**config.mk**
```make
export PLATFORM = sky130hd
export DESIGN_NAME = smeu_div
export DESIGN_NICKNAME = d
export VERILOG_FILES = /design/src/sv/smeu_pkg.sv /design/src/sv/smeu_div.sv
export SDC_FILE = /design/constraint.sdc
export NUM_CORES = 1
export LEC_CHECK = 0
export BUFFER_PORTS_ARGS = -buffer_cell sky130_fd_sc_hd__buf_2
export CAP_MARGIN = 10
export CORE_ASPECT_RATIO = 1.25
export CORE_UTILIZATION = 55
export CTS_CLUSTER_SIZE = 16
export DETAILED_ROUTE_END_ITERATION = 16
export GPL_TIMING_DRIVEN = 0
export PLACE_DENSITY = 0.78
export SYNTH_ARGS = -nofsm -noshare
export SYNTH_HDL_FRONTEND = slang
export SYNTH_SLANG_ARGS = --single-unit
```
**constraint.sdc**
```tcl
create_clock -name clk -period 3.2 [get_ports clk]
set_clock_uncertainty 0.05 [all_clocks]
set_input_delay 0.16 -clock clk [delete_from_list [all_inputs] [get_ports clk]]
set_output_delay 0.16 -clock clk [all_outputs]
set_load 0.01 [all_outputs]
```
**src/sv/smeu_pkg.sv**
```systemverilog
package smeu_pkg;

  // Sizes of the register file and the stack store
  localparam int STACK_DEPTH = 256;
  localparam int REG_COUNT   = 8;
  localparam int WORD_W      = 32;
  localparam int REG_W       = 3;
  localparam int SA_W        = (STACK_DEPTH > 1) ? $clog2(STACK_DEPTH) : 1;

  // Fixed register roles
  localparam logic [REG_W-1:0] IP_IDX = REG_W'(6);
  localparam logic [REG_W-1:0] SP_IDX = REG_W'(7);

  // Iterative divider: one quotient bit per cycle
  localparam int DIV_STEPS = WORD_W;
  localparam int DIV_CNT_W = $clog2(DIV_STEPS);

  typedef enum logic [3:0] {
    MODE_PUSH = 4'd0,
    MODE_POP  = 4'd1,
    MODE_HALT = 4'd2,
    MODE_SET  = 4'd3,
    MODE_MOVE = 4'd4,
    MODE_ADD  = 4'd5,
    MODE_SUB  = 4'd6,
    MODE_MUL  = 4'd7,
    MODE_DIV  = 4'd8,
    MODE_NONE = 4'd9
  } mode_t;

  typedef enum logic [2:0] {
    ST_CLEAR,
    ST_IDLE,
    ST_RDX,
    ST_RDY,
    ST_DIV,
    ST_COMMIT
  } state_t;

  typedef struct packed {
    logic [3:0]        mode;
    logic [REG_W-1:0]  dest_reg;
    logic [REG_W-1:0]  src_reg;
    logic [WORD_W-1:0] immediate;
  } smeu_in_t;

  typedef struct packed {
    logic [WORD_W-1:0] next_ip;
    logic              pop_valid;
    logic [WORD_W-1:0] pop_value;
    logic              halted;
    logic              fault;
  } smeu_out_t;

endpackage

```
**src/sv/smeu_div.sv**
```systemverilog
module smeu_div
  import smeu_pkg::*;
(
  input  logic              clk,
  input  logic              rst,
  input  logic              start,
  input  logic [WORD_W-1:0] dividend,
  input  logic [WORD_W-1:0] divisor,
  output logic              done,
  output logic [WORD_W-1:0] quotient
);

  logic                 busy;
  logic [DIV_CNT_W-1:0] cnt;
  logic [WORD_W-1:0]    rem;
  logic [WORD_W-1:0]    quo;
  logic [WORD_W-1:0]    dvs;
  logic [WORD_W:0]      rem_sh;
  logic                 fits;

  // One restoring step: shift in the next dividend bit, subtract if it fits
  assign rem_sh   = {rem, quo[WORD_W-1]};
  assign fits     = rem_sh >= {1'b0, dvs};
  assign quotient = quo;

  always_ff @(posedge clk) begin
    if (rst) begin
      busy <= 1'b0;
      done <= 1'b0;
      cnt  <= '0;
    end else begin
      done <= busy && !start && (cnt == DIV_CNT_W'(DIV_STEPS - 1));
      if (start) begin
        busy <= 1'b1;
        cnt  <= '0;
      end else if (busy) begin
        cnt <= cnt + 1'b1;
        if (cnt == DIV_CNT_W'(DIV_STEPS - 1)) begin
          busy <= 1'b0;
        end
      end
    end
  end

  // Datapath registers
  always_ff @(posedge clk) begin
    if (start) begin
      rem <= '0;
      quo <= dividend;
      dvs <= divisor;
    end else if (busy) begin
      if (fits) begin
        rem <= WORD_W'(rem_sh - {1'b0, dvs});
      end else begin
        rem <= rem_sh[WORD_W-1:0];
      end
      quo <= {quo[WORD_W-2:0], fits};
    end
  end

endmodule

```
==> results of run 1 <==
## cells in the final DEF (no fill, tap or decap), drive strengths merged, types with 2 or more instances in the layout
master,count
buf,114
edfxtp,64
nor2,63
a21oi,56
inv,46
nand2,44
dfxtp,39
ha,34
dlygate4sd3,33
mux2,32
clkbuf,27
a211oi,22
o21ai,19
a21o,18
xnor2,14
mux2i,12
xor2,11
nand4,10
nand3,9
a31oi,8
nand2b,8
o211ai,8
or3,5
nor2b,5
o21bai,5
nor3,4
a31o,4
or2,3
and3,2
clkinvlp,2
nor3b,2
a41oi,2
nand4b,2
and2,2
nand3b,2
clkinv,2
nor4,2
a221oi,2
a311oi,2
## critical path: cells and delay by family (launching register included)
family	cells	cell delay [ps]
DFF	1	360
adders and majority gates	1	220
buffers and inverters	4	710
AOI/OAI and AO/OA	8	1520
## state kept, by name, summed over array words and instances, names as in the netlist
signal    cells
done          1
dvs          32
rem          32
cnt           5
quotient     32
busy          1
## metal layers
metal / share of wire / wire length (microns) / vias up
met3: 0.047 / 647 / 31
met2: 0.51 / 7000 / 146
met4: 0.028 / 381 / 0
li1: - / - / 2452
met5: 0 / 0 / -
met1: 0.42 / 5820 / 2331
## stage by stage
step | setup TNS, ps | total power [mW] | instance area [sq um]
final | 0 | 3.73 | 7290
after global routing | -13.2 | 3.93 | 7290
after CTS | 0 | 3.72 | 7240
after detailed placement | -6880 | 2.57 | 6610
after global placement | -4900 | 2.54 | 6610
after floorplan | 0 | 2.30 | 5950
## worst min path at each step
stage                 start                     end  cells after the start
6_report       dividend[27]  quotient[27]$_DFFE_PP_                      2
3_3_place_gp     divisor[6]        dvs[6]$_DFFE_PP_                      1
4_1_cts         dividend[1]   quotient[1]$_DFFE_PP_                      2
5_1_grt        dividend[15]  quotient[15]$_DFFE_PP_                      2
2_1_floorplan           rst         busy$_SDFF_PP0_                      1
3_5_place_dp    divisor[14]       dvs[14]$_DFFE_PP_                      1
## kinds of logic (layout without fill, tap and decap cells)
group	after synthesis	after routing
AO/OA/AOI/OAI	152	152
XOR/XNOR	25	25
adder cells (fa/ha/maj)	35	35
buffers and inverters	72	225
flip-flops	103	103
multiplexers	44	44
AND/OR/NAND/NOR	166	166
## cell type report
cell class | count | area (sq um) | area share
multi-input cells | 422 | 2950 | 0.405
flip-flops and latches | 103 | 2700 | 0.371
repair buffers | 137 | 863 | 0.118
clock buffers | 10 | 229 | 0.0314
inverters | 45 | 173 | 0.0237
well taps | 132 | 165 | 0.0227
plain buffers | 27 | 126 | 0.0173
clock inverters | 6 | 77.6 | 0.0106
## where the power goes
part | switching, mW | internal [mW]
clock | 0.512 | 0.621
combinational | 0.564 | 0.430
sequential | 0.0671 | 1.54
## repair_timing
item / 4_1_cts / 5_1_grt
pin swaps: 0 / 4
endpoints found under the hold margin: 34 / 0
resized for setup: 1 / 2
endpoints found under the setup margin: 1 / 9
hold buffers: 33 / 0
buffers inserted: 0 / 5
## Yosys cell counts, drive strengths merged, types with 2 or more instances
cell	number
and2	2
buf	10
nor2b	5
nand4	10
ha	34
or2	3
inv	45
o211ai	8
o21ai	19
o21bai	5
nand2b	8
nor2	63
clkbuf	17
or3	5
and3	2
nor3	4
mux2i	12
nor3b	2
mux2	32
a21oi	56
nand2	44
a31oi	8
nand3	9
a211oi	22
nor4	2
nand3b	2
a221oi	2
dfxtp	39
nand4b	2
a311oi	2
xnor2	14
a31o	4
edfxtp	64
a41oi	2
a21o	18
xor2	11
==> qor.txt, run 1 <==
Die H: 118 microns
Grt ovf: 0
Pwr/cell area: 512 nW/um^2
Starting density of the core: 0.563
Nets@finish: 847
CP Class: register to register
Via-per-instance ratio: 5.62
EDFF count, synth: 64
Cell count after placement: 828
Status: complete, no violations
Synth Instances: 597
Simple-gate portion of the synthesized area: 0.132
Max-slew violations: 0
Place WS: -214 ps
Top cells by area, synth: edfxtp_1 32%, dfxtp_1 13%, ha_1 7.2%, mux2_2 6.1%, a21oi_1 4.6%
Arr. time, crit path: 3160 ps
Max rail drop VDD: 369 uV
DP HPWL: 10,200 microns
Syn_nets: 699
Busiest grt layer: met2
Met3 GRT Util: 0.0425
FP Rows: 42
Final setup fails: 0
FF-to-FF Start: dvs[18]$_DFFE_PP_
Syn avg cell area: 9.96 sq um
Crit path to: rem[25]$_SDFFE_PP0P_
Wire length per cell: 15.7 microns
Least-Margin Pin Slew: 852 ps
Initial antenna violation count: 0
Vias in the first global route: 5,049
Die Wd: 95.0 microns
Max-Cap Viols: 0
Top_reg_cell synth: edfxtp_1
Clk_lat worst skew: 350 ps
Pre-antenna DRT Iters: 4
Worst setup path start: dvs[18]$_DFFE_PP_
Worst-path maximum fanout: 10
Crit. End Element: register
Critical Path, Cell by Cell: inv_1 -> ha_1 -> clkbuf_1 -> a21o_1 -> a31oi_1 -> o211ai_1 -> a31o_1 -> a211oi_4 -> buf_6 -> buf_2 -> a21oi_1 -> o21ai_0 -> o21ai_0
CP max stage delay: 360 ps
Total Routing Usage GR: 0.261
Startpoint Class: register
Post-Synth Adder-Cell Area: 0.0749
Synth top area share: 0.323
XOR/XNOR share of the synthesized area: 0.0368
Core Region: 10,600 sq um
Final min period: 2990 ps
Reg2Reg Depth: 13
Largest family of logic cells by synthesized area: compound AO/OA/AOI/OAI gates
CP dominant cell by count: o21ai_0
Slew headroom: 0.432
H-tree levels: 3
Global Route met1 Usage: 0.312
Routed Antenna Nets: 0
# diodes: 0
I/O Pins: 100
Reg2reg setup slack: 210 ps
CP required: 3360 ps
Clock root buffer: clkbuf_16
Worst reg2reg endpoint: rem[25]$_SDFFE_PP0P_
IO Port Bufs: 99
TritonCTS clock tree: yes
Layout cell share with drive strength beyond 1: 0.233
Clock-pin transition on the worst setup and hold timing paths: 70 ps
Drt total wl: 13,900 microns
Met2 Usage GRT: 0.448
DRT iter0 DRCs: 213
Synthesis-stage register bit count: 103
Clock sink count: 103
Post-synthesis mux area share: 0.0808
Layout area overhead: 22.6%
Leak pwr: 3.18 nW
Vias post-DR: 4,960
Total CTS buffers: 9
First-pass GRT wire length: 23,000 microns
Slowest CP cell: edfxtp_1
Syn. warnings: 0
Clock Path Buffers: 2
Period utilization: 0.936
# DRC: 0
Yosys cell types: 60
Full die area: 11,200 sq um
Compound-gate portion of the synthesized area: 0.171
Final hold vios: 0
Hold WC Path Type: input port to register
Post-Layout Cell Count: 882
Largest area contributor in the netlist: edfxtp_1
Register area share after synthesis: 0.455
Fraction of registers with async set/reset: 0
# fillers: 828
Pin count of the biggest net entering global routing: 37
Syn Std Cell Area: 5950 sq um
Worst setup margin: 206 ps
Gpl congestion: 0.946
F_max: 334 MHz
Fin Hold WS: 57.2 ps
Final Util: 0.690
Note: power is estimated with default switching activity, not from simulation.
==> run 2: changes to the inputs <==
- BUFFER_PORTS_ARGS: -buffer_cell sky130_fd_sc_hd__buf_2 -> -buffer_cell sky130_fd_sc_hd__clkbuf_2
==> qor.txt, run 2 (synthesis results as in run 1) <==
Clock sink count: 103
Status: complete, no violations
Pwr/cell area: 514 nW/um^2
Sequential cell area: 2700 sq um
Die Wd: 95.0 microns
Max rail drop VDD: 368 uV
CP dominant cell by count: o21ai_0
Vias post-DR: 5,033
First-pass GRT wire length: 23,200 microns
Worst Min Path Start: dividend[27]
Max-Cap Viols: 0
Starting density of the core: 0.563
FF-to-FF Start: dvs[18]$_DFFE_PP_
Clock Path Buffers: 2
Fin Hold WS: 56.9 ps
Clock root buffer: clkbuf_16
Full die area: 11,200 sq um
Routed Antenna Nets: 0
Period utilization: 0.951
CP Class: register to register
H-tree levels: 3
Arr. time, crit path: 3210 ps
Critical Path, Cell by Cell: inv_1 -> ha_1 -> clkbuf_1 -> a21o_1 -> a31oi_1 -> o211ai_1 -> a31o_1 -> a211oi_4 -> buf_6 -> buf_2 -> a21oi_1 -> o21ai_0 -> o21ai_0
CP required: 3360 ps
# diodes: 0
I/O Pins: 100
Vias in the first global route: 5,135
Commonest non-fill, non-tap cells in the layout: 100 x clkbuf_2, 64 x edfxtp_1, 63 x nor2_1
Slew headroom: 0.365
DRT iter0 DRCs: 221
Hold WC Path Type: input port to register
Total CTS buffers: 9
Layout cell share with drive strength beyond 1: 0.232
Leak pwr: 3.19 nW
TritonCTS clock tree: yes
Setup TNS Final: 0 ps
CP max stage delay: 370 ps
# DRC: 0
Crit. End Element: register
Total Routing Usage GR: 0.265
Final min period: 3040 ps
Unrepaired setup endpoints after global routing: false
Place WS: -269 ps
Startpoint Class: register
# fillers: 814
IO Port Bufs: 99
Wire length per cell: 16.1 microns
Nets@finish: 844
Buf/Inv on CP: 4
Drt total wl: 14,200 microns
Slowest CP cell: edfxtp_1
Least-Margin Pin Slew: 953 ps
Final hold vios: 0
DP HPWL: 10,300 microns
Commonest non-fill, non-tap cell in the layout: clkbuf_2
Clock-pin transition on the worst setup and hold timing paths: 70 ps
Initial antenna violation count: 0
Worst setup path start: dvs[18]$_DFFE_PP_
Via-per-instance ratio: 5.73
Multi-input logic area: 2960 sq um
Dpl cell area: 6610 sq um
Core Region: 10,600 sq um
Tot Pwr: 3.74 mW
F_max: 329 MHz
FP Rows: 42
Clk_lat worst skew: 350 ps
Final setup fails: 0
Worst setup margin: 158 ps
Cell family with most CP delay: compound AO/OA/AOI/OAI gates
Gpl congestion: 0.934
Worst-path maximum fanout: 10
Die H: 118 microns
Pre-antenna DRT Iters: 4
Pin count of the biggest net entering global routing: 37
Max-slew violations: 0
Grt ovf: 0
Cell area after layout: 7270 sq um
Layout area overhead: 22.2%
run 2: cell count changes in the layout (fill, tap and decap cells not counted), sizes merged:
cell,before,now
buf,114,12
clkbuf,27,126
inv,46,48
clkinv,2,1
clkinvlp,2,1
run 2: worst paths after layout:
path	endpoint	slack (ps)	cells after the start
min	quotient[27]$_DFFE_PP_	60	2
min reg2reg	rem[28]$_SDFFE_PP0P_	450	2
max reg2reg	rem[25]$_SDFFE_PP0P_	160	13
max	rem[25]$_SDFFE_PP0P_	160	13
run 2: area by class of cell:
class	instances	area share
flip-flops and latches	103	0.372
multi-input cells	422	0.407
clock buffers	10	0.0315
plain buffers	27	0.0174
repair buffers	134	0.116
well taps	132	0.0227
inverters	45	0.0238
clock inverters	6	0.0105
run 2: stage by stage:
stage	util	instances
2_1_floorplan	-	597
3_3_place_gp	0.625	828
3_5_place_dp	0.625	828
4_1_cts	0.686	877
5_1_grt	0.688	879
6_report	0.688	879
run 2: repair_timing:
item | 4_1_cts | 5_1_grt
setup endpoints to repair | 1 | 39
setup buffers | 0 | 2
pin swaps | 0 | 4
endpoints found under the hold margin | 34 | 0
hold buffers | 33 | 0
resized for setup | 1 | 3
run 2: where the power goes:
part / internal, mW / switching [mW] / total, mW / leakage (nW)
Sequential: 1.54 / 0.0708 / 1.61 / 0.955
Clock: 0.622 / 0.510 / 1.13 / 0.150
Combinational: 0.422 / 0.568 / 0.990 / 2.09
run 2: routing by layer:
layer / GRT usage / routed length (microns)
met5: 0 / 0
met4: 0.128 / 467
met3: 0.0515 / 734
met2: 0.458 / 7110
met1: 0.306 / 5860
==> run 3: changes to the inputs <==
- clock period: 3.2 -> 3.55 ns (I/O delays scaled with it)
==> qor.txt, run 3 (synthesis results as in run 1) <==
Sequential cell area: 2700 sq um
Die Wd: 95.0 microns
Max-Cap Viols: 0
Pwr/cell area: 464 nW/um^2
DP HPWL: 10,300 microns
Psw: 1.04 mW
Hold WC Path Type: input port to register
Max-slew violations: 0
Switching part of the total: 0.308
Pin count of the biggest net entering global routing: 37
Clk_lat worst skew: 350 ps
Slowest CP cell: o21ai_0
Routed Antenna Nets: 0
Final hold vios: 0
Least-Margin Pin Slew: 1180 ps
Starting density of the core: 0.563
I/O Pins: 100
Clock-pin transition on the worst setup and hold timing paths: 80 ps
Reg2reg setup slack: 210 ps
Total setup buffers inserted after CTS: 0
Arr. time, crit path: 3550 ps
Final min period: 3340 ps
Drt total wl: 14,200 microns
Initial antenna violation count: 0
Crit. End Element: register
# DRC: 0
CP Class: register to register
# fillers: 816
Clock root buffer: clkbuf_16
Setup TNS Final: 0 ps
Total CTS buffers: 9
Grt ovf: 0
Gpl congestion: 0.934
Total Routing Usage GR: 0.265
FP Rows: 42
Full die area: 11,200 sq um
Register share of total power: 0.432
Pre-antenna DRT Iters: 5
IO Port Bufs: 99
Final setup fails: 0
Worst setup margin: 210 ps
Worst-path maximum fanout: 4
Unrepaired setup endpoints after global routing: false
Status: complete, no violations
TritonCTS clock tree: yes
# diodes: 0
Nets@finish: 842
Clock power frac: 0.305
Commonest non-fill, non-tap cells in the layout: 100 x clkbuf_2, 64 x edfxtp_1, 63 x nor2_1
Gate power share: 0.263
Multi-input logic area: 2950 sq um
Internal power: 2.33 mW
Critical Path, Cell by Cell: inv_1 -> ha_1 -> fa_1 -> and2b_1 -> o2111ai_1 -> nand3b_1 -> a31oi_1 -> o21ai_0 -> a21o_1 -> a211oi_1 -> or3_1 -> a311oi_2
Clock sink count: 103
Vias post-DR: 5,019
DRT iter0 DRCs: 209
H-tree levels: 3
Wire length per cell: 16.2 microns
Place WS: 63.1 ps
CP required: 3760 ps
Cell family with most CP delay: compound AO/OA/AOI/OAI gates
Clock Path Buffers: 2
Layout cell share with drive strength beyond 1: 0.226
Die H: 118 microns
Max rail drop VDD: 332 uV
Vias in the first global route: 5,135
F_max: 299 MHz
Core Region: 10,600 sq um
First-pass GRT wire length: 23,200 microns
CP max stage delay: 560 ps
Leak pwr: 3.18 nW
Via-per-instance ratio: 5.72
Commonest non-fill, non-tap cell in the layout: clkbuf_2
Buf/Inv on CP: 1
Period utilization: 0.941
Startpoint Class: register
Layout area overhead: 21.8%
Slew headroom: 0.211
## run 3: per-layer routing
metal / GRT usage / up-vias / wire [microns]
met4: 0.128 / 0 / 476
met1: 0.306 / 2370 / 5880
met2: 0.458 / 171 / 7040
li1: - / 2435 / -
met5: 0 / - / 0
met3: 0.0515 / 43 / 781
## run 3: timing repair
action                                 4_1_cts  5_1_grt
resized for setup                            0        0
endpoints found under the hold margin       34        0
hold buffers                                33        0
## run 3: through the flow
step           utilization  power (mW)  hold slack, ps  cells  cell area (sq um)
2_1_floorplan            -        2.07             200    597               5950
3_3_place_gp         0.625        2.29             304    828               6610
3_5_place_dp         0.625        2.32             306    828               6610
4_1_cts              0.686        3.36            66.7    877               7240
5_1_grt              0.686        3.52            72.3    877               7240
6_report             0.686        3.36            72.7    877               7240
## run 3: worst register-to-register path: cells and delay by family (launching register included)
family | cells | cell delay (ps)
AND/OR/NAND/NOR | 3 | 730
adder cells (fa/ha/maj) | 2 | 580
buffers and inverters | 1 | 60
AO/OA/AOI/OAI | 6 | 1410
flip-flops | 1 | 400
## run 3: power groups by stage
| stage | Sequential (mW) | Clock [mW] | Combinational (mW) |
|---|---|---|---|
| after floorplan | 1.48 | 0 | 0.595 |
| final | 1.45 | 1.02 | 0.884 |
| after global routing | 1.46 | 1.08 | 0.971 |
| after detailed placement | 1.48 | 0 | 0.840 |
| after CTS | 1.45 | 1.03 | 0.874 |
| after global placement | 1.47 | 0 | 0.817 |
## run 3: worst paths after layout
path	from	endpoint	cells after the start
worst max-delay path	quotient[31]$_DFFE_PP_	rem[24]$_SDFFE_PP0P_	12
worst min-delay path	dividend[1]	quotient[1]$_DFFE_PP_	2
worst max register to register	quotient[31]$_DFFE_PP_	rem[24]$_SDFFE_PP0P_	12
worst min register to register	rem[28]$_SDFFE_PP0P_	rem[28]$_SDFFE_PP0P_	2
## run 3: final cells by class
type	instances	share of cell area
clock buffers	10	0.0316
multi-input cells	422	0.407
well taps	132	0.0228
inverters	45	0.0233
clock inverters	6	0.0105
repair buffers	132	0.114
plain buffers	27	0.0174
flip-flops and latches	103	0.373
